### src/rtl/triangle_shape_gradient_macros.svh
// assertion macros used by the triangle gradient top level
`ifndef TRIANGLE_SHAPE_GRADIENT_MACROS_SVH
`define TRIANGLE_SHAPE_GRADIENT_MACROS_SVH

// same-cycle implication, clocked on clk, off during reset
`define TSG_ASSERT_NOW(lbl, ante, cons, msg) \
  lbl: assert property (@(posedge clk) disable iff (!rst_n) (ante) |-> (cons)) \
    else $error(msg);

// next-cycle implication, clocked on clk, off during reset
`define TSG_ASSERT_NXT(lbl, ante, cons, msg) \
  lbl: assert property (@(posedge clk) disable iff (!rst_n) (ante) |=> (cons)) \
    else $error(msg);

`endif

### src/rtl/tsg_pkg.sv
// shared widths, codes and types of the triangle gradient block
package tsg_pkg;

  localparam int COORD_WIDTH = 32;
  localparam int FRAC_BITS   = 16;
  localparam int OUT_W       = 32;

  localparam int EW   = COORD_WIDTH + 1;
  localparam int EMW  = COORD_WIDTH;
  localparam int NW   = 2 * EW;
  localparam int NMW  = NW - 1;
  localparam int NHI  = NMW / 2;
  localparam int NLO  = NMW - NHI;
  localparam int SQW  = 2 * NMW;
  localparam int DENW = SQW + 2;
  localparam int GW   = NMW + EMW + 2;
  localparam int GMW  = GW - 1;
  localparam int SH   = 2 * FRAC_BITS + 1;
  localparam int D2W  = DENW + 1;
  localparam int QB   = OUT_W + 1;
  localparam int RW   = D2W + QB;

  localparam int FRONT_STAGES = 6;
  localparam int LANE_STAGES  = QB + 6;

  localparam int ADDR_W    = 3;
  localparam int DATA_W    = 32;
  localparam int REG_IDX_W = ADDR_W - 2;
  localparam logic [REG_IDX_W-1:0] REG_DIM_MODE = '0;

  localparam int DIM_W = 2;
  localparam logic [DIM_W-1:0] DIM_PLANAR = 2'd2;
  localparam logic [DIM_W-1:0] DIM_RESET  = 2'd3;

  localparam logic [1:0] CORNER_0 = 2'd0;
  localparam logic [1:0] CORNER_1 = 2'd1;
  localparam logic [1:0] CORNER_2 = 2'd2;

  localparam logic [OUT_W-1:0] GRAD_MAX = {1'b0, {(OUT_W-1){1'b1}}};
  localparam logic [OUT_W-1:0] GRAD_MIN = {1'b1, {(OUT_W-1){1'b0}}};

  typedef logic signed [COORD_WIDTH-1:0] coord_t;
  typedef logic signed [EW-1:0]          diff_t;
  typedef logic signed [NW-1:0]          norm_t;
  typedef logic        [DENW-1:0]        den_t;
  typedef logic signed [OUT_W-1:0]       grad_t;

  typedef struct packed {
    logic [1:0] corner;
    logic       last;
    logic       planar;
    logic       degen;
  } ctl_t;

endpackage

### src/rtl/tsg_merge.sv
// merge of the three lanes into one result word, output register
module tsg_merge (
  input  logic            clk,
  input  logic            rst_n,
  input  logic            en,
  input  logic            v_i,
  input  tsg_pkg::ctl_t   ctl_i,
  input  tsg_pkg::grad_t  grad_i [3],
  input  logic            sat_i  [3],
  output logic            out_valid,
  output logic [1:0]      out_corner,
  output tsg_pkg::grad_t  out_grad_x,
  output tsg_pkg::grad_t  out_grad_y,
  output tsg_pkg::grad_t  out_grad_z,
  output logic            out_degenerate,
  output logic            out_saturated,
  output logic            out_last
);

  logic           valid_r;
  tsg_pkg::grad_t gsel  [3];
  logic           sflag [3];
  tsg_pkg::grad_t grad_r [3];
  logic           sat_r, degen_r, last_r;
  logic [1:0]     corner_r;

  always_comb begin
    for (int c = 0; c < 3; c++) begin
      if (ctl_i.planar && c == 2) begin
        gsel[c]  = '0;
        sflag[c] = 1'b0;
      end else begin
        gsel[c]  = ctl_i.degen ? tsg_pkg::GRAD_MAX : grad_i[c];
        sflag[c] = ctl_i.degen || sat_i[c];
      end
    end
  end

  always_ff @(posedge clk) begin
    if (!rst_n) begin
      valid_r <= 1'b0;
    end else if (en) begin
      valid_r <= v_i;
    end
  end

  always_ff @(posedge clk) begin
    if (en) begin
      for (int c = 0; c < 3; c++) begin
        grad_r[c] <= gsel[c];
      end
      sat_r    <= sflag[0] || sflag[1] || sflag[2];
      degen_r  <= ctl_i.degen;
      last_r   <= ctl_i.last;
      corner_r <= ctl_i.corner;
    end
  end

  assign out_valid      = valid_r;
  assign out_corner     = corner_r;
  assign out_grad_x     = grad_r[0];
  assign out_grad_y     = grad_r[1];
  assign out_grad_z     = grad_r[2];
  assign out_degenerate = degen_r;
  assign out_saturated  = sat_r;
  assign out_last       = last_r;

endmodule

### config.mk
export PLATFORM = sky130hd
export DESIGN_NAME = tsg_merge
export DESIGN_NICKNAME = d
export VERILOG_FILES = /design/src/rtl/triangle_shape_gradient_macros.svh /design/src/rtl/tsg_pkg.sv /design/src/rtl/tsg_merge.sv
export SDC_FILE = /design/constraint.sdc
export NUM_CORES = 1
export LEC_CHECK = 0
export ABC_AREA = 1
export BUFFER_PORTS_ARGS = -buffer_cell sky130_fd_sc_hd__buf_2
export CAP_MARGIN = 40
export CORE_MARGIN = 4
export CORE_UTILIZATION = 48
export DETAILED_ROUTE_END_ITERATION = 8
export GPL_TIMING_DRIVEN = 0
export PLACE_DENSITY = 0.85
export SLEW_MARGIN = 25
export SYNTH_ARGS = -nofsm -noshare
export SYNTH_HDL_FRONTEND = slang
export SYNTH_SLANG_ARGS = --single-unit
### constraint.sdc
create_clock -name clk -period 1.3 [get_ports clk]
set_input_delay 0.26 -clock clk [delete_from_list [all_inputs] [get_ports clk]]
set_output_delay 0.26 -clock clk [all_outputs]
set_load 0.1 [all_outputs]
* After elaboration in Yosys (flattened, before gate mapping) *
Memories as Yosys holds them, arrays and structs flattened.
Cells that the tools add are included.

word-level totals
  logic and storage cells = 18
  RAM bits = 96
  memories kept = 1
  flip-flop bits (word level) = 6

memory list
  name    words  width  rd ports  clocked after memory_dff  wr ports  line             source
  grad_r  3      32     3         0                         3         tsg_merge.sv:23  tsg_pkg::grad_t grad_r [3];

operators by class
  reduce and logical (&&, ||, !) cells = 5
  muxes and demuxes = 7

operators with widths
  operator            count
  $mux W32            4
  $logic_or A1 B1 Y1  5
  $mux W1             3

* Depth between registers and ports, before layout *
  depth in word-level cells = 3
  depth in mapped cells = 4

* Worst setup path before layout *
Ideal clock, no wire load.

  kind = register -> register
  from = register out_valid (netlist name)
  to = register valid_r (netlist: out_valid)
  slack = 0.093 ns
  stages on the path, launching flop included = 3
  buffers on the path = 0
  clock period less this slack = 1.207 ns
  required time = 1.235 ns
  setup time = 0.065 ns
  arrival time = 1.142 ns
  path through = dfxtp_1 > nor2_1 > nor2_1

RTL lines
  what                    line             source
  end signal: assignment  tsg_merge.sv:43  valid_r <= v_i;
  end: declaration        tsg_merge.sv:20  logic valid_r;

==> reports/qor.yml <==
hold_path:
  min_to: "out_corner[1]"
  hold_start: "ctl_i[4]"
  hold_depth: 1
  hold_path_class: "input pin to flop"
place:
  post_dp_cell_area_mm2: 0.00502
  place.gp.congestion: 0.784
  hpwl_um: 6600
  post-place-ws_ps: -17.3
  io_buffer_count: 209
synthesis:
  synth-warning-count: 0
  synth_top_area_share_pct: 79.6
  synthTopCellsByArea: "edfxtp_1 80%, or2_2 10%, nor2_1 6.7%, buf_6 0.89%, clkbuf_1 0.79%"
  ys_seq_area_share_pct: 80.1
  synth_most_common_cell: "edfxtp_1"
  synth.avg_cell_area_um2: 15.0
  synth_edf_count: 101
  syn_inst: 254
  synth-main-ff-cell: "edfxtp_1"
  ys_types: 11
  synth_nets: 362
  synth_seq_cells: 102
  synth_area_mm2: 0.00381
  synth_commonest_cells: "101 x edfxtp_1, 68 x nor2_1, 62 x or2_2"
  async_flop_share_pct: 0
  yosysTopAreaCell: "edfxtp_1"
timing:
  finClkSkew_ps: 0
  drv_slew: 0
  fmax_ghz: 0.790
  grt_setup_unrepaired: "false"
  hold_viol_final: 0
  worstMarginPinSlew_ps: 478
  finalCritPeriodShare_pct: 97.4
  period_needed_ps: 1270
  relSlewSlack_pct: 68.2
  setup_violations: 0
  setup_ws_ps: 34.4
setup_path:
  cp-start-kind: "flop"
  end_kind: "output port"
  crit_chain: "buf_4"
  crit_required_ps: 1040
  r2r_end: "out_valid"
  cp_num_cells: 1
  arrival_ps: 1010
  slowest_delay_ps: 360
  reg2regPathDepth: 2
  reg2reg_slack_ps: 670
  slowest_stage: "edfxtp_1"
  path_max_fanout: 1
  critPathKind: "flop to output port"
  cp_top_family: "flip-flops"
  r2r-start: "out_valid"
  cp_num_buf_inv: 1
flow_run:
  maxCapViolCount: 0
drt:
  routed_wl_um: 8960
  viasPerCell: 4.64
  drc: 0
  first_pass_iters: 5
  ant_nets: 0
  num_vias: 2699
  wl_per_cell_um: 15.4
  drtIter0Drc: 99
floorplan:
  start_util_pct: 49.3
  num_rows: 32
  io_pins: 210
  die_h_um: 97.1
  die-area_mm2: 0.00943
  coreArea_mm2: 0.00773
  fp.dieW_um: 97.1
clock_tree:
  clock_path_buffers: 2
  clock_sinks: 102
  clk_latency_ps: 350
  htree_num_levels: 3
  cts_buffers: 9
  clk_pin_slew_worst_paths_ps: 100
  hold_buffers: 0
  cts_root_buffer: "clkbuf_8"
  cts_tree: "done"
grt:
  antenna_found_initial: 1
  grt_pass1_wl_um: 13700
  grt_max_degree: 55
  grt_overflow: 0
  grt_pass1_vias: 2805
  grt_usage_pct: 18.8
power_and_ir_drop:
  powerDensity_mw_per_mm2: 1550
  power_uw: 8580
  leakage_uw: 0.00240
  peakVddDrop_uv: 871
layout:
  area_delta_synth_final_pct: 45.4
  n_antenna_cell: 0
  drive_gt1_share_pct: 60.6
  final_nets: 583
  finalInstanceArea_mm2: 0.00554
  fillers: 528
run_status:
  status: "finished, final reports clean"
==> flip-flops by register name, summed over array words and instances, names as in the netlist <==
register,flops
out_valid,1
out_corner,2
out_saturated,1
out_last,1
out_degenerate,1
grad_r,96
==> layer usage <==
layer  global-route usage (%)  up-vias  part of all wire [%]
li1                         -     1296                     -
met1                     19.2     1244                    32
met2                     34.3      141                    55
met3                     7.68       16                    11
met4                     6.80        2                   1.6
met5                        0        -                  0.15
==> worst max path at each step <==
stage,startpoint,to
6_report,grad_r[0][18],out_grad_x[18]
3_5_place_dp,en,grad_r[0][35]
5_1_grt,out_last,out_last
4_1_cts,grad_r[0][57],out_grad_y[25]
3_3_place_gp,en,grad_r[0][87]
2_1_floorplan,out_valid,out_valid
==> logic make-up (layout without fill, tap and decap cells) <==
| group | Yosys count | after routing | share of synthesized area, % |
|---|---|---|---|
| and+or+nand+nor | 135 | 135 | 17.5 |
| DFF | 102 | 102 | 80.1 |
| buffers and inverters | 17 | 243 | 2.40 |
==> power breakdown <==
part / leakage, uW / total, uW / switching, uW / internal, uW
sequential: 0.00100 / 3990 / 85.8 / 3910
clock: 0.0000891 / 1790 / 1080 / 713
combinational: 0.00130 / 2800 / 2210 / 585
total: 0.00240 / 8580 / 3370 / 5210
==> timing repair <==
action,4_1_cts,5_1_grt
hold endpoints to repair,0,0
setup endpoints to repair,102,24
setup buffers,0,0
gates resized for setup,103,24
==> layout make-up <==
type	count	area, um2	area share, %
Clock inverter	6	43.8	0.791
Multi-Input combinational cell	135	666	12.0
Sequential cell	102	3050	55.1
Inverter	4	15.0	0.271
Tap cell	102	128	2.30
Timing Repair Buffer	210	1430	25.8
Clock buffer	10	128	2.30
Buffer	13	76.3	1.38
==> metrics by stage <==
| stage | cells | hold slack [ps] | util (%) | TNS, ps |
|---|---|---|---|---|
| final | 582 | 75.7 | 71.7 | 0 |
| after floorplan | 254 | 359 | - | 0 |
| after detailed placement | 566 | 439 | 64.9 | -707 |
| after CTS | 582 | 52.8 | 70.5 | 0 |
| after global routing | 582 | 48.3 | 71.7 | 0 |
| after global placement | 565 | 439 | 64.5 | -94570 |
==> cell usage in the layout (no fill, tap or decap) <==
cell type | Yosys | layout
clkinv_4 | 0 | 1
clkbuf_1 | 8 | 9
edfxtp_1 | 101 | 101
or2_2 | 62 | 62
inv_6 | 0 | 3
buf_16 | 0 | 1
dfxtp_1 | 1 | 1
buf_2 | 1 | 107
clkinv_1 | 0 | 1
clkinv_2 | 0 | 1
nand3b_1 | 1 | 1
nand2_1 | 4 | 4
nor2_1 | 68 | 68
clkbuf_8 | 0 | 9
inv_1 | 4 | 4
buf_6 | 3 | 29
buf_4 | 1 | 78
==> worst reg2reg max path, delay by kind of cell (launching register included) <==
kind	cells	cell delay [ps]
AND/OR/NAND/NOR	2	200
flip-flops	1	320
(Power assumes the default switching activity.)
